--- src/sv/hle_pkg.sv ---
// Shared types, constants and helpers for the heartbeat leader election block.
`default_nettype none
package hle_pkg;

	localparam int ADDR_BITS  = 32;
	localparam int COUNT_BITS = 16;
	localparam int CFG_BITS   = 16;
	localparam int CMP_BITS   = ((COUNT_BITS > CFG_BITS) ? COUNT_BITS : CFG_BITS) + 2;
	localparam int PADDR_BITS = 4;
	localparam int PDATA_BITS = 32;
	localparam int OQ_DEPTH   = 4;
	localparam int OQ_PTR     = $clog2(OQ_DEPTH);

	localparam logic [CMP_BITS-1:0] CNT_MAX_C = CMP_BITS'((64'd1 << COUNT_BITS) - 64'd1);

	localparam logic [CFG_BITS-1:0] HB_RESET   = CFG_BITS'(2000);
	localparam logic [CFG_BITS-1:0] LAT_RESET  = CFG_BITS'(1000);
	localparam logic [CFG_BITS-1:0] RESP_RESET = CFG_BITS'(2000);

	typedef enum logic [1:0] {
		REG_HEARTBEAT = 2'd0,
		REG_LATENCY   = 2'd1,
		REG_RESPONSE  = 2'd2,
		REG_NONE      = 2'd3
	} reg_idx_t;

	typedef enum logic [1:0] {
		CMD_TICK   = 2'd0,
		CMD_PACKET = 2'd1,
		CMD_START  = 2'd2,
		CMD_STOP   = 2'd3
	} cmd_t;

	typedef enum logic [1:0] {
		ROLE_SLAVE  = 2'd0,
		ROLE_CAND   = 2'd1,
		ROLE_MASTER = 2'd2,
		ROLE_RSVD   = 2'd3
	} role_t;

	localparam logic [3:0] T_CANDUP    = 4'd1;
	localparam logic [3:0] T_HANDOVER  = 4'd2;
	localparam logic [3:0] T_MHB       = 4'd3;
	localparam logic [3:0] T_MUP       = 4'd4;
	localparam logic [3:0] T_STANDDOWN = 4'd5;
	localparam logic [3:0] T_SHB       = 4'd6;
	localparam logic [3:0] T_SUP       = 4'd7;
	localparam logic [3:0] T_QUERY     = 4'd8;
	localparam logic [3:0] T_NODEUP    = 4'd9;
	localparam logic [3:0] T_NODEDOWN  = 4'd10;

	localparam logic [1:0] DEST_BCAST  = 2'd0;
	localparam logic [1:0] DEST_SENDER = 2'd1;
	localparam logic [1:0] DEST_SLAVE  = 2'd2;

	typedef struct packed {
		logic [CFG_BITS-1:0] heartbeat_ms;
		logic [CFG_BITS-1:0] lat_tol_ms;
		logic [CFG_BITS-1:0] resp_wait_ms;
	} cfg_t;

	typedef struct packed {
		logic [3:0]           send_type;
		logic [1:0]           dest_kind;
		logic [ADDR_BITS-1:0] dest_addr;
		logic [1:0]           role_now;
		logic                 last;
	} res_t;

	function automatic res_t make_res(logic [3:0] t, logic [1:0] k, logic [ADDR_BITS-1:0] a);
		res_t r;
		r.send_type = t;
		r.dest_kind = k;
		r.dest_addr = (k == DEST_BCAST) ? '0 : a;
		r.role_now  = ROLE_SLAVE;
		r.last      = 1'b0;
		return r;
	endfunction

endpackage
`default_nettype wire

--- src/sv/hle_regs.sv ---
// APB-style configuration registers.
`default_nettype none
module hle_regs
	import hle_pkg::*;
(
	input  wire logic                  clk,
	input  wire logic                  arst_n,
	input  wire logic                  psel,
	input  wire logic                  penable,
	input  wire logic                  pwrite,
	input  wire logic [PADDR_BITS-1:0] paddr,
	input  wire logic [PDATA_BITS-1:0] pwdata,
	output logic      [PDATA_BITS-1:0] prdata,
	output logic                       pready,
	output cfg_t                       cfg
);

	cfg_t     cfg_q;
	reg_idx_t idx;
	logic     wr;

	assign idx    = reg_idx_t'(paddr[3:2]);
	assign wr     = psel & penable & pwrite;
	assign pready = 1'b1;
	assign cfg    = cfg_q;

	always_ff @(posedge clk or negedge arst_n) begin
		if (!arst_n) begin
			cfg_q.heartbeat_ms <= HB_RESET;
			cfg_q.lat_tol_ms   <= LAT_RESET;
			cfg_q.resp_wait_ms <= RESP_RESET;
		end else if (wr) begin
			case (idx)
				REG_HEARTBEAT: cfg_q.heartbeat_ms <= pwdata[CFG_BITS-1:0];
				REG_LATENCY:   cfg_q.lat_tol_ms   <= pwdata[CFG_BITS-1:0];
				REG_RESPONSE:  cfg_q.resp_wait_ms <= pwdata[CFG_BITS-1:0];
				default: ;
			endcase
		end
	end

	always_comb begin
		case (idx)
			REG_HEARTBEAT: prdata = PDATA_BITS'(cfg_q.heartbeat_ms);
			REG_LATENCY:   prdata = PDATA_BITS'(cfg_q.lat_tol_ms);
			REG_RESPONSE:  prdata = PDATA_BITS'(cfg_q.resp_wait_ms);
			default:       prdata = '0;
		endcase
	end

endmodule
`default_nettype wire

--- src/sv/hle_engine.sv ---
// Input register, election state and the per-request decision logic.
`default_nettype none
module hle_engine
	import hle_pkg::*;
(
	input  wire logic                 clk,
	input  wire logic                 arst_n,
	input  cfg_t                      cfg,
	input  wire logic                 in_valid,
	output logic                      in_ready,
	input  wire logic [1:0]           cmd,
	input  wire logic [3:0]           msg_type,
	input  wire logic [ADDR_BITS-1:0] sender_addr,
	input  wire logic [9:0]           random_ms,
	input  wire logic                 room,
	output logic                      push,
	output logic [1:0]                push_n,
	output res_t                      res0,
	output res_t                      res1
);

	logic                 valid_s1;
	cmd_t                 cmd_s1;
	logic [3:0]           type_s1;
	logic [ADDR_BITS-1:0] from_s1;
	logic [9:0]           rnd_s1;
	logic                 advance;

	// election state
	logic                  running_q, armed_q, seen_q, slave_valid_q;
	role_t                 role_q;
	logic [COUNT_BITS-1:0] hbc_q, mwc_q, period_q, since_q;
	logic [ADDR_BITS-1:0]  slave_addr_q;

	logic                  running_d, armed_d, seen_d, slave_valid_d;
	role_t                 role_d;
	logic [COUNT_BITS-1:0] hbc_d, mwc_d, period_d, since_d;
	logic [ADDR_BITS-1:0]  slave_addr_d;

	logic [CMP_BITS-1:0]   wp_sum, hbc_inc, mwc_inc, lim;
	logic [COUNT_BITS-1:0] wp;
	res_t                  r [2];
	logic [1:0]            nres;
	role_t                 role_pre;

	assign advance  = valid_s1 & room;
	assign in_ready = ~valid_s1 | room;

	always_ff @(posedge clk or negedge arst_n) begin
		if (!arst_n) begin
			valid_s1 <= 1'b0;
		end else if (in_ready) begin
			valid_s1 <= in_valid;
		end
	end

	always_ff @(posedge clk) begin
		if (in_valid && in_ready) begin
			cmd_s1  <= cmd_t'(cmd);
			type_s1 <= msg_type;
			from_s1 <= sender_addr;
			rnd_s1  <= random_ms;
		end
	end

	// master wait period, saturated at the counter's top
	assign wp_sum = CMP_BITS'(cfg.heartbeat_ms) + CMP_BITS'(cfg.lat_tol_ms) + CMP_BITS'(rnd_s1);
	assign wp     = (wp_sum > CNT_MAX_C) ? {COUNT_BITS{1'b1}} : wp_sum[COUNT_BITS-1:0];

	assign hbc_inc = (CMP_BITS'(hbc_q) < CNT_MAX_C) ? CMP_BITS'(hbc_q) + 1'b1 : CMP_BITS'(hbc_q);
	assign mwc_inc = (CMP_BITS'(mwc_q) < CNT_MAX_C) ? CMP_BITS'(mwc_q) + 1'b1 : CMP_BITS'(mwc_q);
	assign lim     = (role_q == ROLE_CAND) ? CMP_BITS'(cfg.resp_wait_ms) : CMP_BITS'(period_q);

	always_comb begin
		running_d     = running_q;
		armed_d       = armed_q;
		seen_d        = seen_q;
		slave_valid_d = slave_valid_q;
		role_d        = role_q;
		hbc_d         = hbc_q;
		mwc_d         = mwc_q;
		period_d      = period_q;
		since_d       = since_q;
		slave_addr_d  = slave_addr_q;
		r[0]          = make_res(T_SUP, DEST_BCAST, '0);
		r[1]          = make_res(T_SUP, DEST_BCAST, '0);
		nres          = 2'd0;
		role_pre      = role_q;

		case (cmd_s1)
			CMD_START: begin
				if (!running_q) begin
					running_d     = 1'b1;
					role_d        = ROLE_SLAVE;
					hbc_d         = '0;
					mwc_d         = '0;
					period_d      = wp;
					armed_d       = 1'b1;
					seen_d        = 1'b0;
					since_d       = '0;
					slave_addr_d  = '0;
					slave_valid_d = 1'b0;
					r[0]          = make_res(T_SUP, DEST_BCAST, '0);
					r[1]          = make_res(T_QUERY, DEST_BCAST, '0);
					nres          = 2'd2;
				end
			end
			CMD_STOP: begin
				if (running_q) begin
					if (role_q == ROLE_MASTER && slave_valid_q) begin
						r[0] = make_res(T_HANDOVER, DEST_SLAVE, slave_addr_q);
						r[1] = make_res(T_NODEDOWN, DEST_BCAST, '0);
						nres = 2'd2;
					end else begin
						r[0] = make_res(T_NODEDOWN, DEST_BCAST, '0);
						nres = 2'd1;
					end
					running_d     = 1'b0;
					role_d        = ROLE_SLAVE;
					hbc_d         = '0;
					mwc_d         = '0;
					period_d      = '0;
					armed_d       = 1'b0;
					seen_d        = 1'b0;
					since_d       = '0;
					slave_addr_d  = '0;
					slave_valid_d = 1'b0;
				end
			end
			CMD_TICK: begin
				if (running_q) begin
					if (since_q != {COUNT_BITS{1'b1}}) since_d = since_q + 1'b1;
					hbc_d = hbc_inc[COUNT_BITS-1:0];
					// heartbeat result goes first when both timers fire
					if (hbc_inc >= CMP_BITS'(cfg.heartbeat_ms)) begin
						hbc_d = '0;
						r[0]  = make_res((role_q == ROLE_MASTER) ? T_MHB : T_SHB,
							DEST_BCAST, '0);
						nres  = 2'd1;
					end
					if (armed_q) begin
						mwc_d = mwc_inc[COUNT_BITS-1:0];
						if (mwc_inc >= lim) begin
							mwc_d = '0;
							if (role_q == ROLE_CAND) begin
								role_d   = ROLE_MASTER;
								armed_d  = 1'b0;
								r[nres[0]] = make_res(T_MUP, DEST_BCAST, '0);
							end else begin
								role_d   = ROLE_CAND;
								r[nres[0]] = make_res(T_CANDUP, DEST_BCAST, '0);
							end
							nres = nres + 2'd1;
						end
					end
				end
			end
			default: begin
				// received packet
				if (running_q) begin
					if (type_s1 == T_HANDOVER) begin
						if (role_q != ROLE_MASTER) begin
							role_d = ROLE_MASTER;
							r[0]   = make_res(T_MUP, DEST_BCAST, '0);
							nres   = 2'd1;
						end
					end else if (type_s1 == T_SHB || type_s1 == T_SUP) begin
						slave_addr_d  = from_s1;
						slave_valid_d = 1'b1;
					end else if (type_s1 == T_QUERY || type_s1 == T_NODEUP) begin
						r[0] = make_res((role_q == ROLE_MASTER) ? T_MUP :
							(role_q == ROLE_CAND) ? T_CANDUP : T_SUP,
							DEST_SENDER, from_s1);
						nres = 2'd1;
					end else begin
						if (type_s1 == T_MHB || type_s1 == T_MUP) begin
							seen_d  = 1'b1;
							since_d = '0;
							mwc_d   = '0;
							armed_d = 1'b1;
						end
						if (role_pre == ROLE_CAND) begin
							if (type_s1 == T_CANDUP) begin
								r[0] = make_res(T_STANDDOWN, DEST_SENDER, from_s1);
								nres = 2'd1;
							end else if (type_s1 == T_MHB || type_s1 == T_MUP ||
									type_s1 == T_STANDDOWN) begin
								role_d   = ROLE_SLAVE;
								period_d = wp;
								mwc_d    = '0;
								armed_d  = 1'b1;
								r[0]     = make_res(T_SUP, DEST_BCAST, '0);
								nres     = 2'd1;
							end
						end else if (role_pre == ROLE_MASTER) begin
							if (type_s1 == T_CANDUP || type_s1 == T_MHB || type_s1 == T_MUP) begin
								r[0] = make_res(T_STANDDOWN, DEST_SENDER, from_s1);
								nres = 2'd1;
							end else if (type_s1 == T_STANDDOWN) begin
								role_d   = ROLE_SLAVE;
								period_d = wp;
								mwc_d    = '0;
								armed_d  = 1'b1;
								r[0]     = make_res(T_SUP, DEST_BCAST, '0);
								nres     = 2'd1;
							end
						end else begin
							if (type_s1 == T_CANDUP && seen_q &&
									CMP_BITS'(since_q) < CMP_BITS'(cfg.heartbeat_ms)) begin
								r[0] = make_res(T_STANDDOWN, DEST_SENDER, from_s1);
								nres = 2'd1;
							end
						end
					end
				end
			end
		endcase

		r[0].role_now = role_d;
		r[1].role_now = role_d;
		r[0].last     = (nres == 2'd1);
		r[1].last     = 1'b1;
	end

	always_ff @(posedge clk or negedge arst_n) begin
		if (!arst_n) begin
			running_q     <= 1'b0;
			armed_q       <= 1'b0;
			seen_q        <= 1'b0;
			slave_valid_q <= 1'b0;
			role_q        <= ROLE_SLAVE;
			hbc_q         <= '0;
			mwc_q         <= '0;
			period_q      <= '0;
			since_q       <= '0;
			slave_addr_q  <= '0;
		end else if (advance) begin
			running_q     <= running_d;
			armed_q       <= armed_d;
			seen_q        <= seen_d;
			slave_valid_q <= slave_valid_d;
			role_q        <= role_d;
			hbc_q         <= hbc_d;
			mwc_q         <= mwc_d;
			period_q      <= period_d;
			since_q       <= since_d;
			slave_addr_q  <= slave_addr_d;
		end
	end

	assign push   = advance && (nres != 2'd0);
	assign push_n = nres;
	assign res0   = r[0];
	assign res1   = r[1];

endmodule
`default_nettype wire

--- src/sv/hle_outq.sv ---
// Result queue: takes up to two results a cycle, hands out one.
`default_nettype none
module hle_outq
	import hle_pkg::*;
(
	input  wire logic       clk,
	input  wire logic       arst_n,
	input  wire logic       push,
	input  wire logic [1:0] push_n,
	input  res_t            res0,
	input  res_t            res1,
	output logic            room,
	output logic            out_valid,
	input  wire logic       out_ready,
	output res_t            head
);

	res_t              mem [OQ_DEPTH];
	logic [OQ_PTR-1:0] wr_q, rd_q;
	logic [OQ_PTR:0]   cnt_q;
	logic              pop;
	logic [OQ_PTR:0]   add;

	assign out_valid = (cnt_q != '0);
	assign pop       = out_valid & out_ready;
	assign room      = (cnt_q <= (OQ_PTR+1)'(OQ_DEPTH - 2));
	assign head      = mem[rd_q];
	assign add       = push ? (OQ_PTR+1)'(push_n) : '0;

	always_ff @(posedge clk) begin
		if (push) begin
			mem[wr_q] <= res0;
			if (push_n == 2'd2) mem[wr_q + 1'b1] <= res1;
		end
	end

	always_ff @(posedge clk or negedge arst_n) begin
		if (!arst_n) begin
			wr_q  <= '0;
			rd_q  <= '0;
			cnt_q <= '0;
		end else begin
			wr_q  <= wr_q + add[OQ_PTR-1:0];
			if (pop) rd_q <= rd_q + 1'b1;
			cnt_q <= cnt_q + add - (OQ_PTR+1)'(pop);
		end
	end

endmodule
`default_nettype wire

--- src/sv/heartbeat_leader_election.sv ---
// Top level of the heartbeat leader election engine.
//
//  channel  | handshake                    | carries
//  ---------+------------------------------+------------------------------------------
//  input    | in_valid / in_ready          | cmd, msg_type, sender_addr, random_ms
//  output   | out_valid / out_ready        | send_type, dest_kind, dest_addr, role_now, last
//  config   | psel/penable/pwrite, pready  | paddr, pwdata, prdata (3 regs at 0x0/0x4/0x8)
//
// A request is registered on acceptance and decided from that register: one request
// per cycle, limited by the single decision stage and the 4-entry result queue,
// which must have room for two results before the stage retires a request.
// Requests that cause two results can stall the input when the output drains one
// result per cycle. Results pass through the result queue's registers to the output.
// arst_n clears the election state and the queue; registers return to 2000/1000/2000.
`default_nettype none
module heartbeat_leader_election
	import hle_pkg::*;
(
	input  wire logic                  clk,
	input  wire logic                  arst_n,
	// configuration port
	input  wire logic                  psel,
	input  wire logic                  penable,
	input  wire logic                  pwrite,
	input  wire logic [PADDR_BITS-1:0] paddr,
	input  wire logic [PDATA_BITS-1:0] pwdata,
	output logic      [PDATA_BITS-1:0] prdata,
	output logic                       pready,
	// request channel
	input  wire logic                  in_valid,
	output logic                       in_ready,
	input  wire logic [1:0]            cmd,
	input  wire logic [3:0]            msg_type,
	input  wire logic [ADDR_BITS-1:0]  sender_addr,
	input  wire logic [9:0]            random_ms,
	// result channel
	output logic                       out_valid,
	input  wire logic                  out_ready,
	output logic      [3:0]            send_type,
	output logic      [1:0]            dest_kind,
	output logic      [ADDR_BITS-1:0]  dest_addr,
	output logic      [1:0]            role_now,
	output logic                       last
);

	cfg_t       cfg;
	logic       room, push;
	logic [1:0] push_n;
	res_t       res0, res1, head;

	hle_regs u_regs (
		.clk    (clk),
		.arst_n (arst_n),
		.psel   (psel),
		.penable(penable),
		.pwrite (pwrite),
		.paddr  (paddr),
		.pwdata (pwdata),
		.prdata (prdata),
		.pready (pready),
		.cfg    (cfg)
	);

	// decision stage: input register plus election state
	hle_engine u_engine (
		.clk        (clk),
		.arst_n     (arst_n),
		.cfg        (cfg),
		.in_valid   (in_valid),
		.in_ready   (in_ready),
		.cmd        (cmd),
		.msg_type   (msg_type),
		.sender_addr(sender_addr),
		.random_ms  (random_ms),
		.room       (room),
		.push       (push),
		.push_n     (push_n),
		.res0       (res0),
		.res1       (res1)
	);

	// results wait here so the decision stage keeps moving
	hle_outq u_outq (
		.clk      (clk),
		.arst_n   (arst_n),
		.push     (push),
		.push_n   (push_n),
		.res0     (res0),
		.res1     (res1),
		.room     (room),
		.out_valid(out_valid),
		.out_ready(out_ready),
		.head     (head)
	);

	assign send_type = head.send_type;
	assign dest_kind = head.dest_kind;
	assign dest_addr = head.dest_addr;
	assign role_now  = head.role_now;
	assign last      = head.last;

endmodule
`default_nettype wire

--- config.mk ---
export PLATFORM = sky130hd
export DESIGN_NAME = heartbeat_leader_election
export DESIGN_NICKNAME = d
export VERILOG_FILES = /design/src/sv/hle_pkg.sv /design/src/sv/hle_regs.sv /design/src/sv/hle_engine.sv /design/src/sv/hle_outq.sv /design/src/sv/heartbeat_leader_election.sv
export SDC_FILE = /design/constraint.sdc
export NUM_CORES = 1
export LEC_CHECK = 0
export BUFFER_PORTS_ARGS = -buffer_cell sky130_fd_sc_hd__buf_4
export CAP_MARGIN = 30
export CORE_AREA = 2 2 279 143
export DETAILED_ROUTE_END_ITERATION = 10
export DIE_AREA = 0 0 281 145
export GPL_ROUTABILITY_DRIVEN = 0
export PLACE_DENSITY = 0.74
export SLEW_MARGIN = 20
export SYNTH_ARGS = -nofsm -noshare
export SYNTH_HDL_FRONTEND = slang
export SYNTH_SLANG_ARGS = --single-unit
--- constraint.sdc ---
create_clock -name clk -period 6.8 [get_ports clk]
set_input_delay 1.36 -clock clk [delete_from_list [all_inputs] [get_ports clk]]
set_output_delay 1.36 -clock clk [all_outputs]
set_load 0.01 [all_outputs]
==> results.md, run 1 <==
* Status: completed
* Yosys warning count at 0
* Post-synth cell types at 90
* Pre-CTS WS at 777 ps
* Die area at 40,700 µm²
* Initial Util at 54.3%
* Area grow syn2layout at 12.2%
* Grt total ovfl at 0
* Post-Place Cells at 2,614
* Residual DRC at 0
* Fin crit share at 91.6%
* Leak at 10.3 nW
* Initial antenna violation count at 1
* Post-synth ARST share at 42.7%
* Critical Path Start Type: flop
* Num CTS Buffers at 36
* Vert. Die Dim at 145 µm
* Crit path DAT at 6420 ps
* Avg Cell Area, Syn at 10.1 µm²
* Final setup violation count at 0
* Clk sinks at 370
* Setup TNS at 0 ps
* Final hold vios at 0
* Final Non-Filler Cells at 2,684
* Maximum clock frequency at 0.161 GHz
* Vias in the first global route at 16.5k
* Final net count at 2,310
* Drt wl/cell at 21.8 µm
* Reg area at 8940 µm²
* Mapped Cells at 2,071
* Core area at 38,400 µm²
* Clk slew on worst S/H paths at 60 ps
* Post-CTS resize count at 0
* 1st-iter DRT viols at 2,040
* Rel. slew slack at 32.8%
* Synth Cell Area at 20,800 µm²
* Pwr Total at 8.33 mW
* R2R setup slack at 570 ps
* Area of the multi-input gates at 10,900 µm²
* Commonest register cell after synthesis: dfxtp_1
* Worst Tran Pin Value at 1010 ps
* Clk_skew at 22.6 ps
* Hold buffers post-CTS at 0
* Largest net degree at the start of global routing at 216
* Post-synth EDFFs at 72
* Sequential-to-total area share from yosys stat at 42.9%
* Total GRT Usage at 28.5%
* RSZ-0062 raised after global routing: false
* Post-DP Area at 22,100 µm²
* DRT Wirelength at 58.4 mm
* Std cell rows at 51
* HP Class: reg2reg
* Clock tree buffer depth at 3
* Clk root buf: clkbuf_16
* Die width at 281 µm
* Vias post-DR at 16.9k
* Fillers at 3,110
* Post-CTS Setup Bufs at 0
* Max_cap viols at 0
* Routed Antenna Nets at 0
* Layout cells sized above 1 at 18.3%
* Insertion delay to the later sink of the worst-skew pair at 550 ps
* Port Buffer Count at 131
* Pre-antenna DRT Iters at 6
* Via/cell ratio at 6.29
* Final worst slack at 571 ps
* Minimum clock period at 6230 ps
* H-tree level count at 2
* Design Area, Final at 23,400 µm²
* Register bit total from synthesis at 370
* Post-DP HPWL at 39.5 mm
* Pwr Density at 357 nW/µm²
* First-pass GRT wire length at 92.3 mm
* Max VDD drop at 0.000221 V
* CP Max Fanout at 11
* IO Count at 167
* Count of pins over their slew limit at 0
* CP Class: reg2reg
* CP Data Required Time at 7000 ps
* CP Capture Type: flop
* TritonCTS clock tree: yes
==> state kept, by name, summed over array words and instances, names as in the netlist, 2 cells and up <==
signal and cells:
u_engine.cmd_s1 2, u_engine.from_s1 32, u_engine.hbc_q 16, u_engine.mwc_q 16, u_engine.period_q 16, u_engine.rnd_s1 10
u_engine.role_pre 2, u_engine.since_q 16, u_engine.slave_addr_q 32, u_engine.type_s1 4, u_outq.cnt_q 3, u_outq.mem 164
u_outq.rd_q 2, u_outq.wr_q 2, u_regs.cfg 48
==> metrics by stage <==
| stage | utilization (%) | hold slack (ps) |
|---|---|---|
| final | 60.9 | 468 |
| after global routing | 60.9 | 483 |
| after CTS | 60.7 | 468 |
| after detailed placement | 57.7 | 459 |
| after global placement | 57.6 | 444 |
| after floorplan | - | 428 |
==> logic make-up after synthesis <==
group                      count (synthesis)  synth area share [%]
AOI/OAI and AO/OA                        640                  19.6
adders and majority gates                 92                  5.64
muxes                                    251                  14.9
and+or+nand+nor                          415                  9.57
other                                      2                0.0361
xor gates and xnor gates                  53                  2.23
DFF                                      370                  42.9
buffers and inverters                    248                  5.11
==> power by group <==
part           total (mW)  leakage, nW  switching [mW]  internal (mW)
Combinational        3.18         5.95            1.90           1.28
Sequential           3.09         3.81           0.353           2.74
Clock                2.06        0.578           0.907           1.15
==> per-layer routing <==
metal | track usage, % | part of all wire [%]
met2 | 40.1 | 42
met3 | 6.78 | 10
met4 | 8.13 | 2.3
met5 | 0 | 0
met1 | 43.4 | 46
==> placed cells by master (no fill, tap or decap), types with 71 or more instances in the layout <==
cell	count
edfxtp_1	72
nor2_1	71
dfrtp_1	138
inv_1	80
buf_4	158
o21ai_0	306
mux2i_1	156
a21oi_1	72
ha_1	89
o31ai_1	75
dfxtp_1	140
nand2_1	169
==> final timing paths <==
| check | start | endpoint | cells past startpoint |
|---|---|---|---|
| hold reg to reg | u_outq.mem[0][0] | u_outq.mem[0][0] | 2 |
| max in group asynchronous | arst_n | u_outq.rd_q[0] | 2 |
| min in group asynchronous | arst_n | u_regs.cfg[18] | 1 |
| hold / removal | u_outq.mem[0][0] | u_outq.mem[0][0] | 2 |
| setup reg to reg | u_engine.hbc_q[2] | u_outq.mem[0][38] | 23 |
| setup / recovery | u_engine.hbc_q[2] | u_outq.mem[0][38] | 23 |
==> synthesized netlist by cell type (72+ instances only) <==
| library cell | number | area [µm²] |
|---|---|---|
| o21ai_0 | 307 | 1540 |
| edfxtp_1 | 72 | 2160 |
| inv_1 | 80 | 300 |
| dfxtp_1 | 140 | 2800 |
| o31ai_1 | 75 | 563 |
| dfrtp_1 | 140 | 3500 |
| clkbuf_1 | 118 | 443 |
| nor2_1 | 73 | 274 |
| ha_1 | 89 | 1110 |
| nand2_1 | 171 | 642 |
| mux2i_1 | 156 | 1560 |
| a21oi_1 | 72 | 360 |
==> final cells by class <==
cell class              count  area share [%]
clock buffers              48            4.40
inverters                  83            1.33
well taps                 530            2.84
clock inverters            16           0.653
flip-flops and latches    370            38.3
multi-input cells        1468            46.7
diodes                      1          0.0107
repair buffers            168            5.73
==> critical path: stages (launching register included) <==
cell      delay [ps]
dfrtp_1          470
and4_1           310
and4_1           260
and3_1           320
nand4_1          400
and3_1           420
nand3_1          170
xnor2_1          170
ha_1             210
o21ai_0          100
nand2b_1          80
a21oi_1           60
nor3_1           200
nand2_1          120
o21ai_2          470
ha_1             280
nand2_1           60
o21ai_1          130
buf_4            240
nand2_1          210
nor2_1           370
nand3_1          150
or2_2            390
nand2_1          310
No activity file was read; power rests on OpenSTA's default activity.
==> run 2, diff against run 1 <==
- clock period: 6.8 -> 6.63 ns (I/O delays scaled with it)
==> results.md, run 2 (synthesized netlist as in run 1, its figures left out) <==
* Status: completed (unchanged)
* Post-DP HPWL at 39.2 mm (was 39.5 mm)
* Final net count at 2,313 (was 2,310)
* Core area at 38,400 µm² (unchanged)
* Clk root buf: clkbuf_16 (unchanged)
* Biggest register: u_outq.mem (unchanged)
* Final setup violation count at 0 (unchanged)
* H-tree level count at 2 (unchanged)
* Clk slew on worst S/H paths at 60 ps (about the same)
* Post-DP Area at 22,100 µm² (about the same)
* Design Area, Final at 23,400 µm² (about the same)
* 1st-iter DRT viols at 2,183 (was 2,040)
* CP cell instances: and4_1, and4_1, and3_1, nand4_1, buf_4, and3_1, nand3_1, xnor2_1, ha_1, o21ai_0, nand2b_1, a21oi_1, nor3_1, nand2_1, o21ai_2, inv_1, ha_1, a21oi_1, o21a_4, buf_4, o311ai_4, buf_4, nand2_1 (was and4_1, and4_1, and3_1, nand4_1, and3_1, nand3_1, xnor2_1, ha_1, o21ai_0, nand2b_1, a21oi_1, nor3_1, nand2_1, o21ai_2, ha_1, nand2_1, o21ai_1, buf_4, nand2_1, nor2_1, nand3_1, or2_2, nand2_1)
* Largest net degree at the start of global routing at 166 (was 216)
* Worst path most repeated cell: buf_4 (was nand2_1)
* CP max-delay cell: o21ai_2 (was dfrtp_1)
* Maximum clock frequency at 0.171 GHz (was 0.161 GHz)
* Max VDD drop at 0.000239 V (was 0.000221 V)
* Drt wl/cell at 21.6 µm (was 21.8 µm)
* Initial antenna violation count at 0 (was 1)
* Final hold vios at 0 (unchanged)
* First-pass GRT wire length at 90.7 mm (was 92.3 mm)
* Count of pins over their slew limit at 0 (unchanged)
* CP Max Fanout at 60 (was 11)
* Most frequent cells in the layout: o21ai_0 (306), nand2_1 (169), buf_4 (161) (was o21ai_0 (306), nand2_1 (169), buf_4 (158))
* Residual DRC at 0 (unchanged)
* Setup TNS at 0 ps (unchanged)
* Crit path DAT at 6050 ps (was 6420 ps)
* Die width at 281 µm (unchanged)
* IO Count at 167 (unchanged)
* Fin crit share at 88.3% (was 91.6%)
* GRT Max-Usage Layer: met1 (unchanged)
* Vert. Die Dim at 145 µm (unchanged)
* CP bufs+invs at 4 (was 1)
* Max_cap viols at 0 (unchanged)
* RSZ-0062 raised after global routing: false (unchanged)
* Met3 GRT Util at 6.31% (was 6.78%)
* Final core occ at 61.0% (was 60.9%)
* GR Util met1 at 44.0% (was 43.4%)
* Area grow syn2layout at 12.4% (was 12.2%)
* Slowest Stage Delay on Critical Path at 490 ps (was 470 ps)
* Vias post-DR at 16.9k (about the same)
* HP Class: reg2reg (unchanged)
* Clk_skew at 36.4 ps (was 22.6 ps)
* Routed Antenna Nets at 0 (unchanged)
* Minimum clock period at 5860 ps (was 6230 ps)
* DRT Wirelength at 58.0 mm (was 58.4 mm)
* Via/cell ratio at 6.27 (was 6.29)
* Pre-antenna DRT Iters at 6 (unchanged)
* Std cell rows at 51 (unchanged)
* CP Capture Type: flop (unchanged)
* Clk sinks at 370 (unchanged)
* Pwr Density at 368 nW/µm² (was 357 nW/µm²)
* Grt total ovfl at 0 (unchanged)
* Insertion delay to the later sink of the worst-skew pair at 550 ps (about the same)
* Total GRT Usage at 28.2% (was 28.5%)
* CP Data Required Time at 6820 ps (was 7000 ps)
* Critical Path Start Type: flop (unchanged)
* Post-CTS Setup Bufs at 0 (unchanged)
* Hold buffers post-CTS at 0 (unchanged)
* Worst path top cell family by delay: simple AND/OR/NAND/NOR gates (unchanged)
* Leak at 10.4 nW (was 10.3 nW)
* Vias in the first global route at 16.2k (was 16.5k)
* CP Class: reg2reg (unchanged)
* Layout cells sized above 1 at 18.2% (was 18.3%)
* Worst Tran Pin Value at 947 ps (was 1010 ps)
* Num CTS Buffers at 37 (was 36)
* Post-CTS resize count at 0 (unchanged)
* Initial Util at 54.3% (unchanged)
* Largest register FFs at 164 (unchanged)
* Commonest non-fill, non-tap cell in the layout: o21ai_0 (unchanged)
* Port Buffer Count at 131 (unchanged)
* Die area at 40,700 µm² (unchanged)
* Rel. slew slack at 36.7% (was 32.8%)
* TritonCTS clock tree: yes (unchanged)
* Clock tree buffer depth at 3 (unchanged)
* M2 GR Usage at 39.6% (was 40.1%)
[run 2: cell count changes in the layout (fill, tap and decap cells not counted), sizes merged]
cell      before  now
inv           85   84
buf          167  169
bufinv         2    4
clkbuf        49   53
clkinvlp       3    0
clkinv         9   10
[run 2: final cells by class]
type / instances / area [µm²]
antenna: 1 / 2.50
clock buffer: 52 / 1040
clock inverter: 15 / 185
fill: 3121 / 14900
inverter: 83 / 312
multi-input combinational: 1468 / 10900
sequential: 370 / 8940
tap: 530 / 663
timing repair buffer: 170 / 1340
[run 2: worst register-to-register path, cell delays in order (launching register included)]
cell,delay (ps)
dfrtp_1,480
and4_1,310
and4_1,270
and3_1,310
nand4_1,120
buf_4,200
and3_1,260
nand3_1,160
xnor2_1,170
ha_1,220
o21ai_0,100
nand2b_1,80
a21oi_1,60
nor3_1,190
nand2_1,120
o21ai_2,490
inv_1,110
ha_1,290
a21oi_1,170
o21a_4,220
buf_4,470
o311ai_4,180
buf_4,270
nand2_1,290
[run 2: power by group]
group	internal [mW]	switching, mW
clock network	1.26	0.922
logic	1.32	1.96
registers	2.81	0.332
total	5.39	3.22
[run 2: path summary, 6_finish.rpt]
path                                   start           endpoint  slack [ps]  cells after the start
setup / recovery           u_engine.hbc_q[2]  u_outq.mem[2][37]         770                     23
hold / removal              u_outq.mem[1][0]   u_outq.mem[1][0]         460                      2
setup reg to reg           u_engine.hbc_q[2]  u_outq.mem[2][37]         770                     23
hold reg to reg             u_outq.mem[1][0]   u_outq.mem[1][0]         460                      2
max in group asynchronous             arst_n  u_engine.hbc_q[6]        4580                      2
min in group asynchronous             arst_n     u_regs.cfg[34]         800                      1
[run 2: metal layers]
| layer | part of all wire, % | vias up |
|---|---|---|
| li1 | - | 7699 |
| met1 | 47 | 8305 |
| met2 | 41 | 780 |
| met3 | 10 | 77 |
| met4 | 1.7 | 0 |
| met5 | 0 | - |
[run 2: per-stage QoR]
step / power, mW / hold WS [ps] / std cells / setup WS [ps]
6_report: 8.61 / 461 / 2689 / 773
3_5_place_dp: 6.36 / 449 / 2617 / 966
5_1_grt: 9.06 / 471 / 2688 / 326
2_1_floorplan: 5.37 / 428 / 2086 / 1220
3_3_place_gp: 6.21 / 442 / 2614 / 1100
4_1_cts: 8.55 / 459 / 2684 / 923
